**src/rtl/core/wtsr_pkg.sv**
```systemverilog
// Shared types and constants for the wall texel span rasterizer.
package wtsr_pkg;

  // Register indexes on the configuration port
  localparam logic [1:0] REG_GAME_HEIGHT  = 2'd0;
  localparam logic [1:0] REG_GAME_WIDTH   = 2'd1;
  localparam logic [1:0] REG_PIXEL_SCALE  = 2'd2;
  localparam logic [1:0] REG_TEXTURE_ROWS = 2'd3;

  localparam int CFG_W = 11;

  localparam logic [10:0] MAX_GAME_DIM = 11'd1024;
  localparam logic [3:0]  MAX_SCALE    = 4'd8;

  // Span-end divider: 32-bit dividend, divisor 512*rows, 11-bit quotient with overflow flag
  localparam int NUM_W = 32;
  localparam int DIV_W = 18;
  localparam int QUO_W = 11;
  localparam int REM_W = DIV_W + QUO_W;

  // Edge of accept to edge at which the result strobe is sampled
  localparam int PIPE_LAT = QUO_W + 6;

  typedef struct packed {
    logic signed [10:0] column;
    logic [19:0]        wall_half_height;
    logic [7:0]         texel_step;
    logic [31:0]        texel_color;
  } in_word_t;

  typedef struct packed {
    logic [12:0] rect_left;
    logic [12:0] rect_right;
    logic [12:0] rect_top;
    logic [12:0] rect_bottom;
    logic [31:0] fill_color;
  } out_word_t;

  // Side data that rides along the divider
  typedef struct packed {
    logic [9:0]  col;
    logic        neg1;
    logic        neg2;
    logic [31:0] color;
  } tag_t;

endpackage

```
**src/rtl/core/wall_texel_span_rasterizer_top.sv**
```systemverilog
// Top level of the wall texel span rasterizer: one texel step in, at most one clipped rectangle out.
//
//  channel   handshake          payload      width
//  input     start_i / busy_o   in_word_i    71
//  result    done_o (strobe)    out_word_o   84
//  config    cfg_we_i           cfg_idx_i, cfg_data_i  2 + 11
//
//  One word may enter every cycle; busy_o is never raised.
//  A result strobes done_o after its word passes stages A to D, the bit-per-stage
//  span divider and stages F and G; words that draw nothing give no strobe.
//  Reset clears the valid bits and loads the default register values.
//  The result side cannot stall, so the pipeline never holds.
module wall_texel_span_rasterizer_top (
  input  logic                        clk_i,
  input  logic                        rst_ni,
  input  logic                        start_i,
  output logic                        busy_o,
  input  wtsr_pkg::in_word_t          in_word_i,
  output logic                        done_o,
  output wtsr_pkg::out_word_t         out_word_o,
  input  logic                        cfg_we_i,
  input  logic [1:0]                  cfg_idx_i,
  input  logic [wtsr_pkg::CFG_W-1:0]  cfg_data_i
);

  // Configuration registers
  logic [10:0] game_height_q, game_width_q;
  logic [3:0]  pixel_scale_q;
  logic [8:0]  texture_rows_q;

  always_ff @(posedge clk_i or negedge rst_ni) begin
    if (!rst_ni) begin
      game_height_q  <= 11'd200;
      game_width_q   <= 11'd320;
      pixel_scale_q  <= 4'd1;
      texture_rows_q <= 9'd64;
    end else if (cfg_we_i) begin
      unique case (cfg_idx_i)
        wtsr_pkg::REG_GAME_HEIGHT:  game_height_q  <= cfg_data_i;
        wtsr_pkg::REG_GAME_WIDTH:   game_width_q   <= cfg_data_i;
        wtsr_pkg::REG_PIXEL_SCALE:  pixel_scale_q  <= cfg_data_i[3:0];
        wtsr_pkg::REG_TEXTURE_ROWS: texture_rows_q <= cfg_data_i[8:0];
        default: ;
      endcase
    end
  end

  logic [10:0] gh_c, gw_c;
  logic [3:0]  s_c;
  logic [9:0]  half_c;

  assign gh_c   = (game_height_q > wtsr_pkg::MAX_GAME_DIM) ? wtsr_pkg::MAX_GAME_DIM
                                                           : game_height_q;
  assign gw_c   = (game_width_q > wtsr_pkg::MAX_GAME_DIM) ? wtsr_pkg::MAX_GAME_DIM
                                                          : game_width_q;
  assign s_c    = (pixel_scale_q > wtsr_pkg::MAX_SCALE) ? wtsr_pkg::MAX_SCALE : pixel_scale_q;
  assign half_c = gh_c[10:1];

  assign busy_o = 1'b0;

  // ---------------- stage A: checks, step multipliers ----------------
  logic               in_ok;
  logic               a_valid_q;
  logic [9:0]         a_col_q;
  logic [19:0]        a_w_q;
  logic signed [10:0] a_k1_q, a_k2_q;
  logic [31:0]        a_color_q;

  assign in_ok = (texture_rows_q != 9'd0) && ({1'b0, in_word_i.texel_step} < texture_rows_q) &&
                 (s_c != 4'd0) && (gh_c != 11'd0) && (gw_c != 11'd0) &&
                 !in_word_i.column[10] && ($unsigned(in_word_i.column) < gw_c);

  // ---------------- stage B: products ----------------
  logic               b_valid_q;
  logic [9:0]         b_col_q;
  logic [31:0]        b_color_q;
  logic signed [31:0] b_q1_q, b_q2_q, b_q1_d, b_q2_d;
  logic [18:0]        b_rh_q, b_rh_d;

  assign b_q1_d = $signed({1'b0, a_w_q}) * a_k1_q;
  assign b_q2_d = $signed({1'b0, a_w_q}) * a_k2_q;
  assign b_rh_d = 19'(texture_rows_q) * 19'(half_c);

  // ---------------- stage C: numerators ----------------
  logic               c_valid_q;
  logic [9:0]         c_col_q;
  logic [31:0]        c_color_q;
  logic signed [31:0] c_n1_q, c_n2_q;

  // ---------------- stage D: divider dividends ----------------
  logic               d_valid_q;
  logic [9:0]         d_col_q;
  logic [31:0]        d_color_q;
  logic               d_neg1_q, d_neg2_q;
  logic [31:0]        d_m1_q, d_m2_q;
  logic [33:0]        den34, n1x2, n2x2, m1_d, m2_d;

  assign den34 = {17'b0, texture_rows_q, 8'b0};
  assign n1x2  = {c_n1_q[31], c_n1_q, 1'b0};
  assign n2x2  = {c_n2_q[31], c_n2_q, 1'b0};
  // round: 2|n| + d over 2d; ceil: 2n + 2d - 2 over 2d, or 2|n| over 2d when negative
  assign m1_d  = c_n1_q[31] ? (den34 - n1x2) : (n1x2 + den34);
  assign m2_d  = c_n2_q[31] ? (34'd0 - n2x2) : (n2x2 + (den34 << 1) - 34'd2);

  always_ff @(posedge clk_i or negedge rst_ni) begin
    if (!rst_ni) begin
      a_valid_q <= 1'b0;
      b_valid_q <= 1'b0;
      c_valid_q <= 1'b0;
      d_valid_q <= 1'b0;
    end else begin
      a_valid_q <= start_i && in_ok;
      b_valid_q <= a_valid_q;
      c_valid_q <= b_valid_q;
      d_valid_q <= c_valid_q;
    end
  end

  always_ff @(posedge clk_i) begin
    a_col_q   <= in_word_i.column[9:0];
    a_w_q     <= in_word_i.wall_half_height;
    a_k1_q    <= $signed({2'b0, in_word_i.texel_step, 1'b0}) - $signed({2'b0, texture_rows_q});
    a_k2_q    <= $signed({2'b0, in_word_i.texel_step, 1'b0}) + 11'sd2
                 - $signed({2'b0, texture_rows_q});
    a_color_q <= in_word_i.texel_color;

    b_col_q   <= a_col_q;
    b_color_q <= a_color_q;
    b_q1_q    <= b_q1_d;
    b_q2_q    <= b_q2_d;
    b_rh_q    <= b_rh_d;

    c_col_q   <= b_col_q;
    c_color_q <= b_color_q;
    c_n1_q    <= $signed({5'b0, b_rh_q, 8'b0}) + b_q1_q;
    c_n2_q    <= $signed({5'b0, b_rh_q, 8'b0}) + b_q2_q;

    d_col_q   <= c_col_q;
    d_color_q <= c_color_q;
    d_neg1_q  <= c_n1_q[31];
    d_neg2_q  <= c_n2_q[31];
    d_m1_q    <= m1_d[31:0];
    d_m2_q    <= m2_d[31:0];
  end

  // ---------------- divider ----------------
  wtsr_pkg::tag_t                  div_tag_in, div_tag;
  logic                            div_vld;
  logic [1:0][wtsr_pkg::QUO_W-1:0] div_quo;
  logic [1:0]                      div_ovf;

  assign div_tag_in.col   = d_col_q;
  assign div_tag_in.neg1  = d_neg1_q;
  assign div_tag_in.neg2  = d_neg2_q;
  assign div_tag_in.color = d_color_q;

  wtsr_div u_div (
    .clk_i   (clk_i),
    .rst_ni  (rst_ni),
    .valid_i (d_valid_q),
    .num_i   ({d_m2_q, d_m1_q}),
    .div_i   ({texture_rows_q, 9'b0}),
    .tag_i   (div_tag_in),
    .valid_o (div_vld),
    .quo_o   (div_quo),
    .ovf_o   (div_ovf),
    .tag_o   (div_tag)
  );

  // ---------------- stage F: order, clip ----------------
  logic signed [12:0] y1, y2, lo, hi, lo_c, hi_c, ghm1;
  logic               f_valid_q;
  logic [9:0]         f_lo_q, f_hi_q, f_col_q;
  logic [31:0]        f_color_q;

  // Negative ends give -1, or 0 for a zero quotient; saturated ends give 2047, off screen
  always_comb begin
    if (div_tag.neg1) begin
      y1 = (div_ovf[0] || (div_quo[0] != '0)) ? -13'sd1 : 13'sd0;
    end else begin
      y1 = div_ovf[0] ? 13'sd2047 : $signed({2'b0, div_quo[0]});
    end
    if (div_tag.neg2) begin
      y2 = (div_ovf[1] || (div_quo[1] != '0)) ? -13'sd1 : 13'sd0;
    end else begin
      y2 = div_ovf[1] ? 13'sd2047 : $signed({2'b0, div_quo[1]});
    end
    lo   = (y1 < y2) ? y1 : y2;
    hi   = (y1 < y2) ? y2 : y1;
    ghm1 = $signed({2'b0, gh_c}) - 13'sd1;
    lo_c = (lo < 13'sd0) ? 13'sd0 : lo;
    hi_c = (hi > ghm1) ? ghm1 : hi;
  end

  // ---------------- stage G: scale, flip ----------------
  logic [12:0] left_d, right_d, top_d;
  logic [13:0] bot_d;
  logic        done_q;
  wtsr_pkg::out_word_t out_q;

  assign left_d  = 13'({3'b0, f_col_q} * {9'b0, s_c});
  assign right_d = left_d + 13'(s_c) - 13'd1;
  assign top_d   = (13'(gh_c) - 13'd1 - 13'(f_hi_q)) * 13'(s_c);
  assign bot_d   = (14'(gh_c) - 14'(f_lo_q)) * 14'(s_c) - 14'd1;

  always_ff @(posedge clk_i or negedge rst_ni) begin
    if (!rst_ni) begin
      f_valid_q <= 1'b0;
      done_q    <= 1'b0;
    end else begin
      f_valid_q <= div_vld && (lo_c <= hi_c);
      done_q    <= f_valid_q;
    end
  end

  always_ff @(posedge clk_i) begin
    f_lo_q    <= lo_c[9:0];
    f_hi_q    <= hi_c[9:0];
    f_col_q   <= div_tag.col;
    f_color_q <= div_tag.color;

    out_q.rect_left   <= left_d;
    out_q.rect_right  <= right_d;
    out_q.rect_top    <= top_d;
    out_q.rect_bottom <= bot_d[12:0];
    out_q.fill_color  <= f_color_q;
  end

  assign done_o     = done_q;
  assign out_word_o = out_q;

`ifndef SYNTHESIS
  a_done_latency: assert property (@(posedge clk_i) disable iff (!rst_ni)
    done_o |-> $past(start_i, wtsr_pkg::PIPE_LAT))
    else $error("result without a word taken at the pipeline latency");

  a_div_align: assert property (@(posedge clk_i) disable iff (!rst_ni)
    div_vld |-> $past(d_valid_q, wtsr_pkg::QUO_W))
    else $error("divider output out of step with its input");

  a_span_order: assert property (@(posedge clk_i) disable iff (!rst_ni)
    f_valid_q |-> (f_lo_q <= f_hi_q))
    else $error("clipped span reversed");
`endif

endmodule

```
**src/rtl/core/wtsr_div.sv**
```systemverilog
// Two-lane pipelined restoring divider, one quotient bit per stage, with an overflow flag per lane.
module wtsr_div (
  input  logic                                     clk_i,
  input  logic                                     rst_ni,
  input  logic                                     valid_i,
  input  logic [1:0][wtsr_pkg::NUM_W-1:0]          num_i,
  input  logic [wtsr_pkg::DIV_W-1:0]               div_i,
  input  wtsr_pkg::tag_t                           tag_i,
  output logic                                     valid_o,
  output logic [1:0][wtsr_pkg::QUO_W-1:0]          quo_o,
  output logic [1:0]                               ovf_o,
  output wtsr_pkg::tag_t                           tag_o
);

  logic [wtsr_pkg::QUO_W-1:0] vld_q;
  logic [wtsr_pkg::REM_W-1:0] rem_q [2][wtsr_pkg::QUO_W];
  logic [wtsr_pkg::REM_W-1:0] rem_d [2][wtsr_pkg::QUO_W];
  logic [wtsr_pkg::QUO_W-1:0] quo_q [2][wtsr_pkg::QUO_W];
  logic [wtsr_pkg::QUO_W-1:0] quo_d [2][wtsr_pkg::QUO_W];
  logic                       ovf_q [2][wtsr_pkg::QUO_W];
  logic                       ovf_d [2][wtsr_pkg::QUO_W];
  wtsr_pkg::tag_t             tag_q [wtsr_pkg::QUO_W];
  logic [wtsr_pkg::NUM_W-1:0] big;

  // Quotient would not fit in QUO_W bits
  assign big = wtsr_pkg::NUM_W'(div_i) << wtsr_pkg::QUO_W;

  always_comb begin
    for (int l = 0; l < 2; l++) begin
      ovf_d[l][0] = num_i[l] >= big;
      quo_d[l][0] = '0;
      if (num_i[l][wtsr_pkg::REM_W-1:0] >=
          (wtsr_pkg::REM_W'(div_i) << (wtsr_pkg::QUO_W - 1))) begin
        rem_d[l][0] = num_i[l][wtsr_pkg::REM_W-1:0] -
                      (wtsr_pkg::REM_W'(div_i) << (wtsr_pkg::QUO_W - 1));
        quo_d[l][0][wtsr_pkg::QUO_W-1] = 1'b1;
      end else begin
        rem_d[l][0] = num_i[l][wtsr_pkg::REM_W-1:0];
      end
      for (int s = 1; s < wtsr_pkg::QUO_W; s++) begin
        ovf_d[l][s] = ovf_q[l][s-1];
        quo_d[l][s] = quo_q[l][s-1];
        if (rem_q[l][s-1] >= (wtsr_pkg::REM_W'(div_i) << (wtsr_pkg::QUO_W - 1 - s))) begin
          rem_d[l][s] = rem_q[l][s-1] -
                        (wtsr_pkg::REM_W'(div_i) << (wtsr_pkg::QUO_W - 1 - s));
          quo_d[l][s][wtsr_pkg::QUO_W-1-s] = 1'b1;
        end else begin
          rem_d[l][s] = rem_q[l][s-1];
        end
      end
    end
  end

  always_ff @(posedge clk_i or negedge rst_ni) begin
    if (!rst_ni) begin
      vld_q <= '0;
    end else begin
      vld_q <= {vld_q[wtsr_pkg::QUO_W-2:0], valid_i};
    end
  end

  always_ff @(posedge clk_i) begin
    tag_q[0] <= tag_i;
    for (int s = 1; s < wtsr_pkg::QUO_W; s++) begin
      tag_q[s] <= tag_q[s-1];
    end
    for (int l = 0; l < 2; l++) begin
      for (int s = 0; s < wtsr_pkg::QUO_W; s++) begin
        rem_q[l][s] <= rem_d[l][s];
        quo_q[l][s] <= quo_d[l][s];
        ovf_q[l][s] <= ovf_d[l][s];
      end
    end
  end

  assign valid_o  = vld_q[wtsr_pkg::QUO_W-1];
  assign tag_o    = tag_q[wtsr_pkg::QUO_W-1];
  assign quo_o[0] = quo_q[0][wtsr_pkg::QUO_W-1];
  assign quo_o[1] = quo_q[1][wtsr_pkg::QUO_W-1];
  assign ovf_o[0] = ovf_q[0][wtsr_pkg::QUO_W-1];
  assign ovf_o[1] = ovf_q[1][wtsr_pkg::QUO_W-1];

endmodule
```
**config.mk**
```make
export PLATFORM = sky130hd
export DESIGN_NAME = wall_texel_span_rasterizer_top
export DESIGN_NICKNAME = d
export VERILOG_FILES = /design/src/rtl/core/wtsr_pkg.sv /design/src/rtl/core/wall_texel_span_rasterizer_top.sv /design/src/rtl/core/wtsr_div.sv
export SDC_FILE = /design/constraint.sdc
export NUM_CORES = 2
export LEC_CHECK = 0
export BUFFER_PORTS_ARGS = -buffer_cell sky130_fd_sc_hd__buf_2
export CAP_MARGIN = 20
export CORE_MARGIN = 4
export CORE_UTILIZATION = 55
export DETAILED_ROUTE_END_ITERATION = 16
export PLACE_DENSITY = 0.71
export SLEW_MARGIN = 20
export SYNTH_ARGS = -nofsm -noshare
export SYNTH_HDL_FRONTEND = slang
export SYNTH_SLANG_ARGS = --single-unit
```
**constraint.sdc**
```tcl
create_clock -name clk_i -period 12.6 [get_ports clk_i]
set_clock_uncertainty 0.05 [all_clocks]
set_input_delay 2.52 -clock clk_i [delete_from_list [all_inputs] [get_ports clk_i]]
set_output_delay 2.52 -clock clk_i [all_outputs]
set_load 0.1 [all_outputs]
```
==> flow_summary_export.csv <==
group,metric,value,unit
timing,setup_tns,0,ps
timing,rsz0062_at_grt,"false",
finish,fin_nets,9025,
synth,syn_nets,8814,
finish,stdcell_count,9843,
detailed_routing,drt_pass1_iterations,5,
synth,yosysMostFrequentCell,"dfxtp_1",
worst_setup_path,critical-path-top-delay-family,"compound AO/OA/AOI/OAI gates",
detailed_routing,drc,0,
global_route,antenna_found_initial,7,
place,port_buffers,172,
worst_setup_path,crit_buf_inv,4,
worst_setup_path,crit_slowest_cell,"nor4_1",
clock_tree,cts_tree,"built",
clock_tree,clock-sinks,1812,
synth,netlist_area,0.0801,mm2
clock_tree,cts_buffer_depth,3,
timing,finalHoldViolCount,0,
timing,finalCritPeriodShare,57.9,%
floorplanning,die_area,0.152,mm2
finish,layout-drive-gt1-share,8.28,%
global_route,grt_pass1_vias,54021,
timing,max_clock_freq,137,MHz
synth,synth_warnings,0,
synth,synth_ff_type,"dfxtp_1",
worst_setup_path,crit_start,"u_div.quo_q[0][7]",
worst_setup_path,critPathCapture,"f_valid_q",
worst_setup_path,r2r_end,"f_valid_q",
synth,yosysTopAreaCellShare,44.0,%
clock_tree,ctsResizeCount,0,
place,postPlaceCellArea,0.0830,mm2
worst_setup_path,cpMostUsedCell,"o21a_1",
clock_tree,clkTransAtPathRegs,60,ps
finish,regArea,0.0365,mm2
synth,synth.distinct_cells,83,
finish,area_growth,11.6,%
worst_hold_path,worstHoldPathType,"reg2reg",
worst_setup_path,critical_path.startpoint_type,"flip-flop",
detailed_routing,vias_per_cell,5.27,
synth,synth_top_area_cell,"dfxtp_1",
clock_tree,ctsHoldBuffers,0,
worst_setup_path,r2r_setup_slack,5300,ps
timing,slew_headroom,26.9,%
detailed_routing,wl_per_cell,17.0,um
floorplanning,initial_core_util,55.6,%
detailed_routing,vias,51879,
synth,ys_seq_area_share,45.6,%
timing,setup_viol,0,
synth,synth-seq-cells,1812,
worst_setup_path,r2r-start,"u_div.quo_q[0][7]",
worst_setup_path,worst_path_largest_cell_delay,580,ps
worst_setup_path,path_depth,34,
floorplanning,ios,174,
worst_setup_path,worstSetupEndpointType,"flip-flop",
floorplanning,die_x,390,um
job,timing.max_cap.violations,0,
detailed_routing,antenna_left,0,
place,numPlacedInstances,9513,
finish,fin_area,0.0894,mm2
clock_tree,clk_latency,820,ps
synth,synthTopCellsByCount,"1760 x dfxtp_1, 817 x inv_1, 697 x ha_1, 590 x nand2_1, 452 x fa_1",
clock_tree,cts-buffers-inserted,176,
finish,fillers,11499,
place,gp_congestion,0.894,
worst_setup_path,criticalPathCategory,"reg2reg",
finish,multi_input_area,0.0399,mm2
clock_tree,cts_setup_buffers,0,
floorplanning,core.rowCount,139,
detailed_routing,totalWireLength,167000,um
timing,max_slew.worst_pin.slew,1090,ps
global_route,grt_pass1_wl,274000,um
worst_setup_path,crit_arrival,7970,ps
synth,synthTopCellsByArea,"dfxtp_1 44%, fa_1 11%, ha_1 11%, inv_1 3.8%, xnor2_1 3.1%",
synth,syn_inst,7577,
detailed_routing,initialDrtViolationCount,2870,
synth,async_flop_share,2.87,%
clock_tree,htree_levels,4,
worst_setup_path,required,13270,ps
synth,synth_edf_count,0,
floorplanning,die_h,390,um
global_route,grt_max_degree,55,
place,dp_hpwl,122000,um
timing,drv_slew,0,
worst_setup_path,r2r_cells,34,
worst_setup_path,path_max_fanout,18,
synth,synth_area_per_cell,10.6,um2
run_status,status,"completed",
global_route,grt_use_total,22.3,%
clock_tree,clockRootBuffer,"clkbuf_16",
global_route,grt_overflow,0,
timing,layout_min_cycle_time,7300,ps
floorplanning,coreArea,0.144,mm2
[placed cells by master, fill, tap and decap left out, drive strengths merged, types with 87 or more instances in the layout]
cell and n:
and2 225, clkbuf 229, mux2 87, nor2 402, nand2b 112, o21ai 276
xor2 165, a21oi 294, dfxtp 1760, nor2b 99, inv 826, xnor2 281
ha 697, nand2 590, nor4 104, buf 208, fa 452, a21o 122
[layer usage]
layer | vias to the layer above | share of wire [%] | track usage [%] | wire (um)
met5 | - | 0.016 | 0 | 26
met3 | 347 | 4.7 | 3.86 | 7820
li1 | 25428 | - | - | -
met4 | 4 | 3.3 | 8.03 | 5480
met1 | 24905 | 42 | 27.0 | 71000
met2 | 1195 | 50 | 39.8 | 83100
[worst min path at each step]
stage,from,to,slack [ps],cells past startpoint
CTS,u_div.tag_q[4][41],u_div.tag_q[5][41],240,0
floorplan,a_col_q[0],b_col_q[0],260,0
finish,b_color_q[19],c_color_q[19],250,0
global placement,u_div.tag_q[10][24],f_color_q[24],260,0
global route,b_color_q[19],c_color_q[19],250,0
detailed placement,a_color_q[30],b_color_q[30],260,0
[final cells by class]
class	count	area share (%)
tap	1903	2.66
timing repair buffer	208	1.27
multi-input combinational	4770	44.6
sequential	1812	40.9
clock inverter	98	1.62
antenna	3	0.00840
clock buffer	229	5.50
inverter	820	3.44
[stage by stage]
stage	setup slack [ps]	utilization, %	hold WS (ps)
finish	5300	62.0	247
floorplan	6560	-	260
global route	4670	62.0	248
CTS	5410	62.0	244
global placement	5510	57.6	259
detailed placement	5460	57.6	262
[state kept, by name, summed over array words and instances, names as in the netlist, 19 cells and up]
signal       count
b_q2_q          32
b_color_q       32
b_q1_q          30
u_div.rem_q    560
c_n1_q          31
u_div.quo_q    132
a_color_q       32
f_color_q       32
c_n2_q          32
a_w_q           20
d_m1_q          31
b_rh_q          19
u_div.ovf_q     22
out_word_o      84
c_color_q       32
u_div.tag_q    484
d_m2_q          31
d_color_q       32
[worst register-to-register path: cells and delay by family (launching register included)]
family | cells | cell delay [ps]
AOI/OAI and AO/OA | 20 | 3230
and+or+nand+nor | 5 | 1460
muxes | 2 | 540
buffers and inverters | 4 | 730
DFF | 1 | 310
adders and majority gates | 3 | 890
[cell families (layout without fill, tap and decap cells)]
group | Yosys count | in the layout | synth area share, %
AO/OA/AOI/OAI | 1076 | 1076 | 8.47
XOR/XNOR | 448 | 448 | 4.93
adder cells (fa/ha/maj) | 1149 | 1149 | 22.2
buffers and inverters | 995 | 1355 | 4.67
flip-flops | 1812 | 1812 | 45.6
multiplexers | 147 | 147 | 1.97
other | 1 | 4 | 0.00468
AND/OR/NAND/NOR | 1949 | 1949 | 12.2
Power is not shown: default switching activity piles up to over one toggle a cycle in this logic, so the estimate is an artifact.
